`config.mk`:
```
export PLATFORM = sky130hd
export DESIGN_NAME = sample_smoothing_filter_top
export DESIGN_NICKNAME = d
export VERILOG_FILES = /design/src/hdl/ssf_pkg.sv /design/src/hdl/ssf_ram.sv /design/src/hdl/ssf_ctrl.sv /design/src/hdl/ssf_dp.sv /design/src/hdl/sample_smoothing_filter_top.sv
export SDC_FILE = /design/constraint.sdc
export NUM_CORES = 2
export LEC_CHECK = 0
export BUFFER_PORTS_ARGS = -buffer_cell sky130_fd_sc_hd__buf_4
export CORE_ASPECT_RATIO = 2
export CORE_MARGIN = 3
export CORE_UTILIZATION = 40
export DETAILED_ROUTE_END_ITERATION = 6
export MAX_ROUTING_LAYER = met4
export PLACE_DENSITY = 0.64
export SLEW_MARGIN = 0
export SYNTH_ARGS = -nofsm -noshare
export SYNTH_HDL_FRONTEND = slang
export SYNTH_SLANG_ARGS = --single-unit
```
`constraint.sdc`:
```
create_clock -name clk -period 8.8 [get_ports clk]
set_clock_uncertainty 0.05 [all_clocks]
set_input_delay 1.32 -clock clk [delete_from_list [all_inputs] [get_ports clk]]
set_output_delay 1.32 -clock clk [all_outputs]
set_load 0.05 [all_outputs]
```
`src/hdl/ssf_pkg.sv`:
```
package ssf_pkg;

	localparam int SAMPLE_BITS = 16;
	localparam int WINDOW_MAX  = 64;

	localparam int PTR_W      = $clog2(WINDOW_MAX);
	localparam int FILL_W     = $clog2(WINDOW_MAX + 1);
	localparam int LEN_W      = FILL_W;
	localparam int LEN_CFG_W  = 7;
	localparam int GAIN_W     = 16;
	localparam int COUNT_W    = 24;
	localparam int CFG_IDX_W  = 2;
	localparam int CFG_DATA_W = 16;
	localparam int SUM_W      = SAMPLE_BITS + PTR_W + 1;
	localparam int MAG_W      = SUM_W - 1;
	localparam int DIV_CNT_W  = $clog2(MAG_W);
	localparam int ALPHA_FRAC = 15;
	localparam int PROD_W     = SAMPLE_BITS + 1 + GAIN_W + 1;

	localparam logic [COUNT_W-1:0] COUNT_MAX = '1;
	localparam logic [GAIN_W-1:0]  GAIN_ONE  = GAIN_W'(64'd1 << ALPHA_FRAC);
	localparam logic signed [PROD_W-1:0] ROUND_HALF = PROD_W'(64'sd1 <<< (ALPHA_FRAC - 1));

	localparam logic signed [SUM_W-1:0] SMP_HI = SUM_W'((64'sd1 <<< (SAMPLE_BITS - 1)) - 64'sd1);
	localparam logic signed [SUM_W-1:0] SMP_LO = -SMP_HI - SUM_W'(1);

	localparam logic [CFG_IDX_W-1:0] CFG_MODE = CFG_IDX_W'(0);
	localparam logic [CFG_IDX_W-1:0] CFG_LEN  = CFG_IDX_W'(1);
	localparam logic [CFG_IDX_W-1:0] CFG_GAIN = CFG_IDX_W'(2);

	localparam logic MODE_EXP = 1'b0;
	localparam logic MODE_AVG = 1'b1;

	typedef enum logic [3:0] {
		ST_IDLE,
		ST_LOAD,
		ST_MUL,
		ST_EXP,
		ST_SUM,
		ST_DRAIN,
		ST_DIVINIT,
		ST_DIV,
		ST_DIVFIN,
		ST_EMIT
	} state_t;

	typedef struct packed {
		logic accept;
		logic mul;
		logic exp_fin;
		logic rd_start;
		logic rd_issue;
		logic div_init;
		logic div_step;
		logic div_fin;
		logic emit;
	} cmd_t;

	typedef struct packed {
		logic mode_avg;
		logic fill_ge_len;
		logic rd_last;
		logic div_last;
		logic out_free;
		logic emit_last;
	} status_t;

	function automatic logic [LEN_W-1:0] clamp_len(input logic [LEN_CFG_W-1:0] wl);
		logic [LEN_W-1:0] r;
		if (wl == '0)
			r = LEN_W'(1);
		else if (int'(wl) > WINDOW_MAX)
			r = LEN_W'(WINDOW_MAX);
		else
			r = LEN_W'(wl);
		return r;
	endfunction

	function automatic logic [GAIN_W-1:0] clamp_gain(input logic [GAIN_W-1:0] g);
		return (g > GAIN_ONE) ? GAIN_ONE : g;
	endfunction

	function automatic logic signed [SAMPLE_BITS-1:0] sat_sample(input logic signed [SUM_W-1:0] v);
		logic signed [SUM_W-1:0] r;
		if (v > SMP_HI)
			r = SMP_HI;
		else if (v < SMP_LO)
			r = SMP_LO;
		else
			r = v;
		return r[SAMPLE_BITS-1:0];
	endfunction

endpackage

```
`src/hdl/ssf_ram.sv`:
```
module ssf_ram #(
	parameter int WIDTH = 16,
	parameter int DEPTH = 64
) (
	input  logic                     clk,
	input  logic                     we,
	input  logic [$clog2(DEPTH)-1:0] waddr,
	input  logic [WIDTH-1:0]         wdata,
	input  logic                     re,
	input  logic [$clog2(DEPTH)-1:0] raddr,
	output logic [WIDTH-1:0]         rdata
);

	logic [WIDTH-1:0] mem [DEPTH];

	always_ff @(posedge clk) begin
		if (we)
			mem[waddr] <= wdata;
		if (re)
			rdata <= mem[raddr];
	end

endmodule

```
`src/hdl/ssf_ctrl.sv`:
```
module ssf_ctrl (
	input  logic              clk,
	input  logic              arst_n,
	input  logic              item_valid,
	output logic              item_stall,
	input  ssf_pkg::status_t  status,
	output ssf_pkg::cmd_t     cmd
);

	ssf_pkg::state_t state_q, state_nxt;

	always_ff @(posedge clk or negedge arst_n) begin
		if (!arst_n)
			state_q <= ssf_pkg::ST_IDLE;
		else
			state_q <= state_nxt;
	end

	always_comb begin
		state_nxt = state_q;
		unique case (state_q)
			ssf_pkg::ST_IDLE: begin
				if (item_valid)
					state_nxt = ssf_pkg::ST_LOAD;
			end
			ssf_pkg::ST_LOAD: begin
				if (!status.mode_avg)
					state_nxt = ssf_pkg::ST_MUL;
				else if (status.fill_ge_len)
					state_nxt = ssf_pkg::ST_SUM;
				else
					state_nxt = ssf_pkg::ST_IDLE;
			end
			ssf_pkg::ST_MUL:     state_nxt = ssf_pkg::ST_EXP;
			ssf_pkg::ST_EXP:     state_nxt = ssf_pkg::ST_EMIT;
			ssf_pkg::ST_SUM: begin
				if (status.rd_last)
					state_nxt = ssf_pkg::ST_DRAIN;
			end
			ssf_pkg::ST_DRAIN:   state_nxt = ssf_pkg::ST_DIVINIT;
			ssf_pkg::ST_DIVINIT: state_nxt = ssf_pkg::ST_DIV;
			ssf_pkg::ST_DIV: begin
				if (status.div_last)
					state_nxt = ssf_pkg::ST_DIVFIN;
			end
			ssf_pkg::ST_DIVFIN:  state_nxt = ssf_pkg::ST_EMIT;
			ssf_pkg::ST_EMIT: begin
				if (status.out_free && status.emit_last)
					state_nxt = ssf_pkg::ST_IDLE;
			end
			default:             state_nxt = ssf_pkg::ST_IDLE;
		endcase
	end

	always_comb begin
		cmd        = '0;
		item_stall = (state_q != ssf_pkg::ST_IDLE);
		unique case (state_q)
			ssf_pkg::ST_IDLE:    cmd.accept   = item_valid;
			ssf_pkg::ST_LOAD:    cmd.rd_start = status.mode_avg && status.fill_ge_len;
			ssf_pkg::ST_MUL:     cmd.mul      = 1'b1;
			ssf_pkg::ST_EXP:     cmd.exp_fin  = 1'b1;
			ssf_pkg::ST_SUM:     cmd.rd_issue = 1'b1;
			ssf_pkg::ST_DRAIN:   cmd          = '0;
			ssf_pkg::ST_DIVINIT: cmd.div_init = 1'b1;
			ssf_pkg::ST_DIV:     cmd.div_step = 1'b1;
			ssf_pkg::ST_DIVFIN:  cmd.div_fin  = 1'b1;
			ssf_pkg::ST_EMIT:    cmd.emit     = status.out_free;
			default:             cmd          = '0;
		endcase
	end

endmodule

```
`src/hdl/ssf_dp.sv`:
```
module ssf_dp (
	input  logic                                   clk,
	input  logic                                   arst_n,
	input  logic                                   cfg_valid,
	input  logic [ssf_pkg::CFG_IDX_W-1:0]          cfg_index,
	input  logic [ssf_pkg::CFG_DATA_W-1:0]         cfg_data,
	input  logic signed [ssf_pkg::SAMPLE_BITS-1:0] sample,
	input  logic                                   record_start,
	input  logic                                   result_stall,
	output logic                                   result_valid,
	output logic signed [ssf_pkg::SAMPLE_BITS-1:0] filtered_sample,
	output logic [ssf_pkg::COUNT_W-1:0]            crossing_count,
	output logic                                   burst_last,
	input  ssf_pkg::cmd_t                          cmd,
	output ssf_pkg::status_t                       status
);

	localparam int SB = ssf_pkg::SAMPLE_BITS;
	localparam int SW = ssf_pkg::SUM_W;

	// configuration
	logic                           cfg_mode_q;
	logic [ssf_pkg::LEN_CFG_W-1:0]  cfg_len_q;
	logic [ssf_pkg::GAIN_W-1:0]     cfg_gain_q;
	logic [ssf_pkg::LEN_W-1:0]      len_eff;
	logic [ssf_pkg::GAIN_W-1:0]     alpha;

	// record state
	logic                           active_q;
	logic signed [SB-1:0]           prev_samp_q;
	logic signed [SB-1:0]           prev_out_q;
	logic [ssf_pkg::COUNT_W-1:0]    count_q;
	logic [ssf_pkg::FILL_W-1:0]     fill_q;
	logic [ssf_pkg::FILL_W-1:0]     prev_fill_q;
	logic [ssf_pkg::PTR_W-1:0]      wp_q;

	// accept-cycle view of the state after an optional record clear
	logic                           cur_active;
	logic signed [SB-1:0]           cur_prev_samp;
	logic [ssf_pkg::COUNT_W-1:0]    cur_count;
	logic [ssf_pkg::FILL_W-1:0]     cur_fill;
	logic [ssf_pkg::PTR_W-1:0]      cur_wp;
	logic                           crossed;

	// item work registers
	logic signed [SB-1:0]           x_q;
	logic                           first_q;
	logic signed [ssf_pkg::PROD_W-1:0] product_s1;
	logic signed [SB:0]             diff;
	logic signed [ssf_pkg::PROD_W-1:0] rounded;
	logic signed [ssf_pkg::PROD_W-1:0] step;
	logic signed [SW-1:0]           exp_wide;
	logic signed [SB-1:0]           exp_y;

	logic [ssf_pkg::PTR_W-1:0]      k_q;
	logic [ssf_pkg::PTR_W:0]        addr_raw;
	logic [ssf_pkg::PTR_W-1:0]      rd_addr;
	logic                           rd_vld_s1;
	logic [SB-1:0]                  rdata;
	logic signed [SW-1:0]           sum_q;

	logic                           neg_q;
	logic [ssf_pkg::MAG_W-1:0]      quo_q;
	logic [ssf_pkg::LEN_W-1:0]      rem_q;
	logic [ssf_pkg::DIV_CNT_W-1:0]  div_cnt_q;
	logic [ssf_pkg::LEN_W:0]        shifted;
	logic [ssf_pkg::LEN_W:0]        trial;
	logic signed [SW-1:0]           mag;
	logic signed [SW-1:0]           quo_signed;
	logic signed [SB-1:0]           avg_y;

	logic signed [SB-1:0]           y_q;
	logic [ssf_pkg::LEN_W-1:0]      rep_q;

	logic                           res_valid_q;
	logic signed [SB-1:0]           res_sample_q;
	logic [ssf_pkg::COUNT_W-1:0]    res_count_q;
	logic                           res_last_q;
	logic                           out_free;
	logic                           emit_last;

	assign len_eff = ssf_pkg::clamp_len(cfg_len_q);
	assign alpha   = ssf_pkg::clamp_gain(cfg_gain_q);

	always_ff @(posedge clk or negedge arst_n) begin
		if (!arst_n) begin
			cfg_mode_q <= ssf_pkg::MODE_EXP;
			cfg_len_q  <= ssf_pkg::LEN_CFG_W'(16);
			cfg_gain_q <= ssf_pkg::GAIN_W'(16384);
		end else if (cfg_valid) begin
			unique case (cfg_index)
				ssf_pkg::CFG_MODE: cfg_mode_q <= cfg_data[0];
				ssf_pkg::CFG_LEN:  cfg_len_q  <= cfg_data[ssf_pkg::LEN_CFG_W-1:0];
				ssf_pkg::CFG_GAIN: cfg_gain_q <= cfg_data[ssf_pkg::GAIN_W-1:0];
				default: ;
			endcase
		end
	end

	always_comb begin
		cur_active    = active_q && !record_start;
		cur_prev_samp = record_start ? '0 : prev_samp_q;
		cur_count     = record_start ? '0 : count_q;
		cur_fill      = record_start ? '0 : fill_q;
		cur_wp        = record_start ? '0 : wp_q;
		crossed = cur_active &&
			((sample > 0 && cur_prev_samp < 0) || (sample < 0 && cur_prev_samp > 0));
	end

	always_ff @(posedge clk or negedge arst_n) begin
		if (!arst_n) begin
			active_q    <= 1'b0;
			prev_samp_q <= '0;
			prev_out_q  <= '0;
			count_q     <= '0;
			fill_q      <= '0;
			prev_fill_q <= '0;
			wp_q        <= '0;
		end else if (cmd.accept) begin
			active_q    <= 1'b1;
			prev_samp_q <= sample;
			if (record_start)
				prev_out_q <= '0;
			count_q     <= (crossed && cur_count != ssf_pkg::COUNT_MAX) ?
				cur_count + ssf_pkg::COUNT_W'(1) : cur_count;
			prev_fill_q <= cur_fill;
			fill_q      <= (cur_fill < ssf_pkg::FILL_W'(ssf_pkg::WINDOW_MAX)) ?
				cur_fill + ssf_pkg::FILL_W'(1) : cur_fill;
			wp_q        <= (cur_wp == ssf_pkg::PTR_W'(ssf_pkg::WINDOW_MAX - 1)) ?
				'0 : cur_wp + ssf_pkg::PTR_W'(1);
		end else if (cmd.exp_fin) begin
			prev_out_q <= exp_y;
		end else if (cmd.div_fin) begin
			prev_out_q <= avg_y;
		end
	end

	always_ff @(posedge clk) begin
		if (cmd.accept) begin
			x_q     <= sample;
			first_q <= !cur_active;
		end
	end

	// exponential smoothing
	assign diff = {x_q[SB-1], x_q} - {prev_out_q[SB-1], prev_out_q};

	always_ff @(posedge clk) begin
		if (cmd.mul)
			product_s1 <= diff * $signed({1'b0, alpha});
	end

	always_comb begin
		rounded  = product_s1 + ssf_pkg::ROUND_HALF;
		step     = rounded >>> ssf_pkg::ALPHA_FRAC;
		exp_wide = {{(SW-SB){prev_out_q[SB-1]}}, prev_out_q} + step[SW-1:0];
		exp_y    = first_q ? x_q : ssf_pkg::sat_sample(exp_wide);
	end

	// window sum, newest sample first
	always_comb begin
		addr_raw = {1'b0, wp_q} + (ssf_pkg::PTR_W+1)'(ssf_pkg::WINDOW_MAX - 1) - {1'b0, k_q};
		if (addr_raw >= (ssf_pkg::PTR_W+1)'(ssf_pkg::WINDOW_MAX))
			addr_raw = addr_raw - (ssf_pkg::PTR_W+1)'(ssf_pkg::WINDOW_MAX);
		rd_addr = addr_raw[ssf_pkg::PTR_W-1:0];
	end

	ssf_ram #(
		.WIDTH(SB),
		.DEPTH(ssf_pkg::WINDOW_MAX)
	) u_window (
		.clk   (clk),
		.we    (cmd.accept),
		.waddr (cur_wp),
		.wdata (sample),
		.re    (cmd.rd_issue),
		.raddr (rd_addr),
		.rdata (rdata)
	);

	always_ff @(posedge clk or negedge arst_n) begin
		if (!arst_n)
			rd_vld_s1 <= 1'b0;
		else
			rd_vld_s1 <= cmd.rd_issue;
	end

	always_ff @(posedge clk) begin
		if (cmd.rd_start) begin
			k_q   <= '0;
			sum_q <= '0;
		end else begin
			if (cmd.rd_issue)
				k_q <= k_q + ssf_pkg::PTR_W'(1);
			if (rd_vld_s1)
				sum_q <= sum_q + {{(SW-SB){rdata[SB-1]}}, rdata};
		end
	end

	// restoring divide of |sum| by window length, one bit a cycle
	always_comb begin
		shifted    = {rem_q, quo_q[ssf_pkg::MAG_W-1]};
		trial      = shifted - {1'b0, len_eff};
		mag        = sum_q[SW-1] ? -sum_q : sum_q;
		quo_signed = {1'b0, quo_q};
		avg_y      = ssf_pkg::sat_sample(neg_q ? -quo_signed : quo_signed);
	end

	always_ff @(posedge clk) begin
		if (cmd.div_init) begin
			neg_q     <= sum_q[SW-1];
			quo_q     <= mag[ssf_pkg::MAG_W-1:0];
			rem_q     <= '0;
			div_cnt_q <= '0;
		end else if (cmd.div_step) begin
			if (!trial[ssf_pkg::LEN_W]) begin
				rem_q <= trial[ssf_pkg::LEN_W-1:0];
				quo_q <= {quo_q[ssf_pkg::MAG_W-2:0], 1'b1};
			end else begin
				rem_q <= shifted[ssf_pkg::LEN_W-1:0];
				quo_q <= {quo_q[ssf_pkg::MAG_W-2:0], 1'b0};
			end
			div_cnt_q <= div_cnt_q + ssf_pkg::DIV_CNT_W'(1);
		end
	end

	always_ff @(posedge clk) begin
		if (cmd.exp_fin) begin
			y_q   <= exp_y;
			rep_q <= '0;
		end else if (cmd.div_fin) begin
			y_q   <= avg_y;
			rep_q <= '0;
		end else if (cmd.emit) begin
			rep_q <= rep_q + ssf_pkg::LEN_W'(1);
		end
	end

	// output register
	assign out_free  = !res_valid_q || !result_stall;
	assign emit_last = (cfg_mode_q == ssf_pkg::MODE_EXP) || (prev_fill_q >= len_eff) ||
		(rep_q == len_eff - ssf_pkg::LEN_W'(1));

	always_ff @(posedge clk or negedge arst_n) begin
		if (!arst_n)
			res_valid_q <= 1'b0;
		else if (cmd.emit)
			res_valid_q <= 1'b1;
		else if (!result_stall)
			res_valid_q <= 1'b0;
	end

	always_ff @(posedge clk) begin
		if (cmd.emit) begin
			res_sample_q <= y_q;
			res_count_q  <= count_q;
			res_last_q   <= emit_last;
		end
	end

	assign result_valid    = res_valid_q;
	assign filtered_sample = res_sample_q;
	assign crossing_count  = res_count_q;
	assign burst_last      = res_last_q;

	always_comb begin
		status.mode_avg    = (cfg_mode_q == ssf_pkg::MODE_AVG);
		status.fill_ge_len = (fill_q >= len_eff);
		status.rd_last     = (ssf_pkg::LEN_W'(k_q) == len_eff - ssf_pkg::LEN_W'(1));
		status.div_last    = (div_cnt_q == ssf_pkg::DIV_CNT_W'(ssf_pkg::MAG_W - 1));
		status.out_free    = out_free;
		status.emit_last   = emit_last;
	end

	a_emit_free: assert property (@(posedge clk) disable iff (!arst_n)
		cmd.emit |-> out_free)
		else $error("beat loaded into a full output register");

	a_emit_valid: assert property (@(posedge clk) disable iff (!arst_n)
		cmd.emit |=> res_valid_q)
		else $error("loaded beat not presented");

	a_rem_range: assert property (@(posedge clk) disable iff (!arst_n)
		cmd.div_step |-> (rem_q < len_eff))
		else $error("divider remainder out of range");

	a_fill_range: assert property (@(posedge clk) disable iff (!arst_n)
		fill_q <= ssf_pkg::FILL_W'(ssf_pkg::WINDOW_MAX))
		else $error("fill count beyond window store depth");

endmodule

```
`src/hdl/sample_smoothing_filter_top.sv`:
```
// Sample smoothing filter: exponential smoothing or moving average over audio samples,
// with a saturating count of sign changes per record.
// Input channel (item_valid/item_stall): one beat carries sample and record_start.
// Result channel (result_valid/result_stall): filtered_sample, crossing_count, burst_last;
// burst_last marks the final beat produced by an input beat.
// Config channel (cfg_valid/cfg_ready, cfg_index, cfg_data): 0 mode, 1 window length,
// 2 gain; cfg_ready is always high, write only while the block is idle.
// One input beat at a time. Exponential mode: load, multiply and smoothing states,
// then the result is loaded into the output register. Moving-average mode: the
// window is re-read from the sample RAM one entry per cycle, then a 22-step serial
// divider runs; then one beat per cycle for a burst unless result_stall holds it.
// Cost is set by the RAM read port and the divider loop.
// A new input beat is taken once the last result is in the output register or none is due.
// Stalling the result channel holds the output register and, while a beat waits, the sequencer.
// Reset (arst_n low) clears control and record state and restores the default config;
// the first sample after reset starts a record. No clearing pass is needed.
module sample_smoothing_filter_top (
	input  logic                                   clk,
	input  logic                                   arst_n,
	input  logic                                   cfg_valid,
	output logic                                   cfg_ready,
	input  logic [ssf_pkg::CFG_IDX_W-1:0]          cfg_index,
	input  logic [ssf_pkg::CFG_DATA_W-1:0]         cfg_data,
	input  logic                                   item_valid,
	output logic                                   item_stall,
	input  logic signed [ssf_pkg::SAMPLE_BITS-1:0] sample,
	input  logic                                   record_start,
	output logic                                   result_valid,
	input  logic                                   result_stall,
	output logic signed [ssf_pkg::SAMPLE_BITS-1:0] filtered_sample,
	output logic [ssf_pkg::COUNT_W-1:0]            crossing_count,
	output logic                                   burst_last
);

	ssf_pkg::cmd_t    cmd;
	ssf_pkg::status_t status;

	assign cfg_ready = 1'b1;

	ssf_ctrl u_ctrl (
		.clk        (clk),
		.arst_n     (arst_n),
		.item_valid (item_valid),
		.item_stall (item_stall),
		.status     (status),
		.cmd        (cmd)
	);

	ssf_dp u_dp (
		.clk             (clk),
		.arst_n          (arst_n),
		.cfg_valid       (cfg_valid && cfg_ready),
		.cfg_index       (cfg_index),
		.cfg_data        (cfg_data),
		.sample          (sample),
		.record_start    (record_start),
		.result_stall    (result_stall),
		.result_valid    (result_valid),
		.filtered_sample (filtered_sample),
		.crossing_count  (crossing_count),
		.burst_last      (burst_last),
		.cmd             (cmd),
		.status          (status)
	);

endmodule

```
==> results.py <==
metrics = {
    "drt": {
        "routed_wl_microns": 177000,
        "drtPass1Iterations": 6,
        "route.vias.total": 37400,
        "drt_iter0_drc": 2643,
        "ant_nets": 0,
        "wl_per_cell_microns": 26.0,
        "drc": 0,
        "viasPerCell": 5.48,
    },
    "logic_synthesis": {
        "async_reset_ff_share_pct": 8.16,
        "syn-num-nets": 4894,
        "synthTopCellsByArea": "edfxtp_1 53%, mux4_2 11%, fa_1 8.5%",
        "yosysSeqAreaShare_pct": 58.5,
        "synthFlopType": "edfxtp_1",
        "syn-cell-area_sq_um": 65600,
        "yosys.area.top_type": "edfxtp_1",
        "synth_seq_cells": 1312,
        "syn_area_per_cell_sq_um": 14.9,
        "yosys-top-cells-count": "1157 x edfxtp_1, 425 x inv_1, 370 x nand2_1",
        "synth_cells": 4397,
        "synth_edf_count": 1157,
        "synth_cell_type_count": 84,
        "synth.most_common_cell": "edfxtp_1",
        "ys_warn_count": 0,
        "synth.top_cell.area_share_pct": 53.0,
    },
    "worst_setup_path": {
        "cp_slowest_cell": "fa_1",
        "worstSetupEndpointType": "register",
        "cp_max_fo": 7,
        "critPathLaunchType": "register",
        "critPathMaxStageDelay_ns": 0.54,
        "crit_required_ns": 9.19,
        "arrival_ns": 8.81,
        "critPathKind": "register to register",
    },
    "floorplanning": {
        "die_x_microns": 292,
        "start_util_pct": 40.4,
        "rows": 209,
        "die_h_microns": 579,
        "core-area_sq_um": 162000,
        "die_area_sq_um": 169000,
        "pin_count": 84,
    },
    "finish": {
        "drive_gt1_share_pct": 17.9,
        "fin_util_pct": 45.2,
        "design_area_sq_um": 73400,
        "fillers": 14200,
        "syn2layout_area_growth_pct": 12.0,
        "nets": 5101,
        "stdcell_count": 6818,
    },
    "outcome": {
        "outcome": "completed",
    },
    "hold_path": {
        "hp-class": "register to register",
    },
    "global_routing": {
        "grt_max_degree": 107,
        "gr-total-overflow": 0,
        "grt_pass1_vias": 39900,
        "track_usage_pct": 21.8,
        "antenna_found_initial": 12,
        "grt_first_pass_wirelength_microns": 261000,
    },
    "timing": {
        "slew_viol_final": 0,
        "finalCritPeriodShare_pct": 95.7,
        "setup_viol": 0,
        "setup_ws_ns": 0.378,
        "worstMarginPinSlew_ns": 1.26,
        "fmax_mhz": 119,
        "period_needed_ns": 8.42,
        "timing_hold_violations_final": 0,
        "maxSlewHeadroom_pct": 15.8,
    },
    "clock_tree": {
        "cts_buffers": 110,
        "cts_num_sinks": 1312,
        "clock_path_buffers": 3,
        "root_buffer": "clkbuf_16",
        "clock_latency_ns": 0.71,
        "holdBufCountCts": 0,
        "htree_levels": 3,
        "cts_tree": "built",
        "path_clk_slew_ns": 0.07,
    },
    "place": {
        "post-place-cells": 6599,
        "post-place-ws_ns": 0.0127,
        "post_dp_cell_area_sq_um": 69700,
        "dp_hpwl_microns": 127000,
        "globalplace.congestion": 0.992,
        "port_buffers": 82,
    },
    "run": {
        "drv_cap": 0,
    },
}
timing repair:
| action | 4_1_cts | 5_1_grt |
|---|---|---|
| resized for setup | 2 | 18 |
| pin swaps | 0 | 5 |
| endpoints found under the setup margin | 1 | 10 |
| buffers inserted | 0 | 3 |
| gates cloned | 0 | 0 |
layout make-up:
cell class	count	area, sq um	area share (%)
Clock buffer	130	2860	3.89
Clock inverter	77	748	1.02
Antenna cell	9	22.5	0.0307
Sequential cell	1312	38400	52.3
Tap cell	2110	2640	3.60
Multi-Input combinational cell	2490	25100	34.3
Timing Repair Buffer	261	2000	2.73
Inverter	429	1610	2.19
layer usage:
metal / up-vias / wire, microns / global-route usage [%] / share of wire [%]
met1: 19200 / 56800 / 20.8 / 32
met3: 531 / 7550 / 2.52 / 4.3
li1: 16400 / - / - / -
met2: 1186 / 97200 / 40.2 / 55
met5: - / 0 / - / 0
met4: 0 / 15800 / 16.1 / 8.9
kinds of logic after synthesis:
| family | after synthesis | synth area share [%] |
|---|---|---|
| xor+xnor | 210 | 2.82 |
| mux | 389 | 12.1 |
| buf+inv | 595 | 3.44 |
| flops | 1312 | 58.5 |
| fa+ha+maj | 457 | 11.9 |
| compound gates | 447 | 4.41 |
| other cells | 1 | 0.00572 |
| simple gates | 986 | 6.78 |
placed cells by master, fill, tap and decap left out, types with 20 or more instances in the layout:
master and n:
o211ai_1 23, a211oi_1 27, nand2_1 370, mux2_2 29, clkinv_1 27, nand4_1 20, inv_1 425, and2_1 43
nand3_1 47, mux4_2 320, buf_4 257, fa_1 276, ha_1 179, dfrtp_1 105, xnor2_1 114, xor2_1 87
edfxtp_1 1157, clkbuf_16 111, nor3_1 28, o21ai_0 86, a21o_1 32, nand2b_1 35, nor2_1 301, dfxtp_1 48
a21oi_1 139, clkinv_2 25, mux2i_1 40, nor2b_1 50
critical path, delay by kind of cell (launching register included):
| family | cells | cell delay (ns) |
|---|---|---|
| adders and majority gates | 9 | 3.86 |
| xor gates and xnor gates | 2 | 0.25 |
| buffers and inverters | 9 | 0.76 |
| AOI/OAI and AO/OA | 16 | 2.63 |
| DFF | 1 | 0.38 |
| and+or+nand+nor | 1 | 0.21 |
metrics by stage:
step                      TNS (ns)  hold WS, ns
after detailed placement         0        0.358
final                            0        0.357
after global placement           0        0.354
after CTS                        0        0.358
after global routing       -0.0989        0.374
after floorplan                  0        0.350
flip-flops by register name (all words and copies together), names as in the netlist, 16 cells and up:
register and cells:
u_dp.sum_q 23, u_dp.crossing_count 24, u_dp.prev_out_q 16, u_dp.count_q 24
u_dp.product_s1 20, u_dp.y_q 16, u_dp.cfg_gain_q 16, u_dp.x_q 16
u_dp.quo_q 22, u_dp.u_window.mem 1024, u_dp.prev_samp_q 16, u_dp.filtered_sample 16
u_dp.u_window.rdata 16
worst paths after layout:
check / startpoint / end / slack, ns / depth (start not counted)
max: u_dp.x_q[0] / u_dp.product_s1[33] / 0.38 / 37
min: u_dp.y_q[8] / u_dp.filtered_sample[8] / 0.36 / 0
max reg2reg: u_dp.x_q[0] / u_dp.product_s1[33] / 0.38 / 37
min reg2reg: u_dp.y_q[8] / u_dp.filtered_sample[8] / 0.36 / 0
max in group asynchronous: arst_n / u_dp.prev_out_q[6] / 6.68 / 2
min in group asynchronous: arst_n / u_dp.count_q[7] / 0.61 / 1
Power is left out: the tool's default activity adds up to more than one toggle a clock period on the data nets, which glitch-free logic cannot reach.
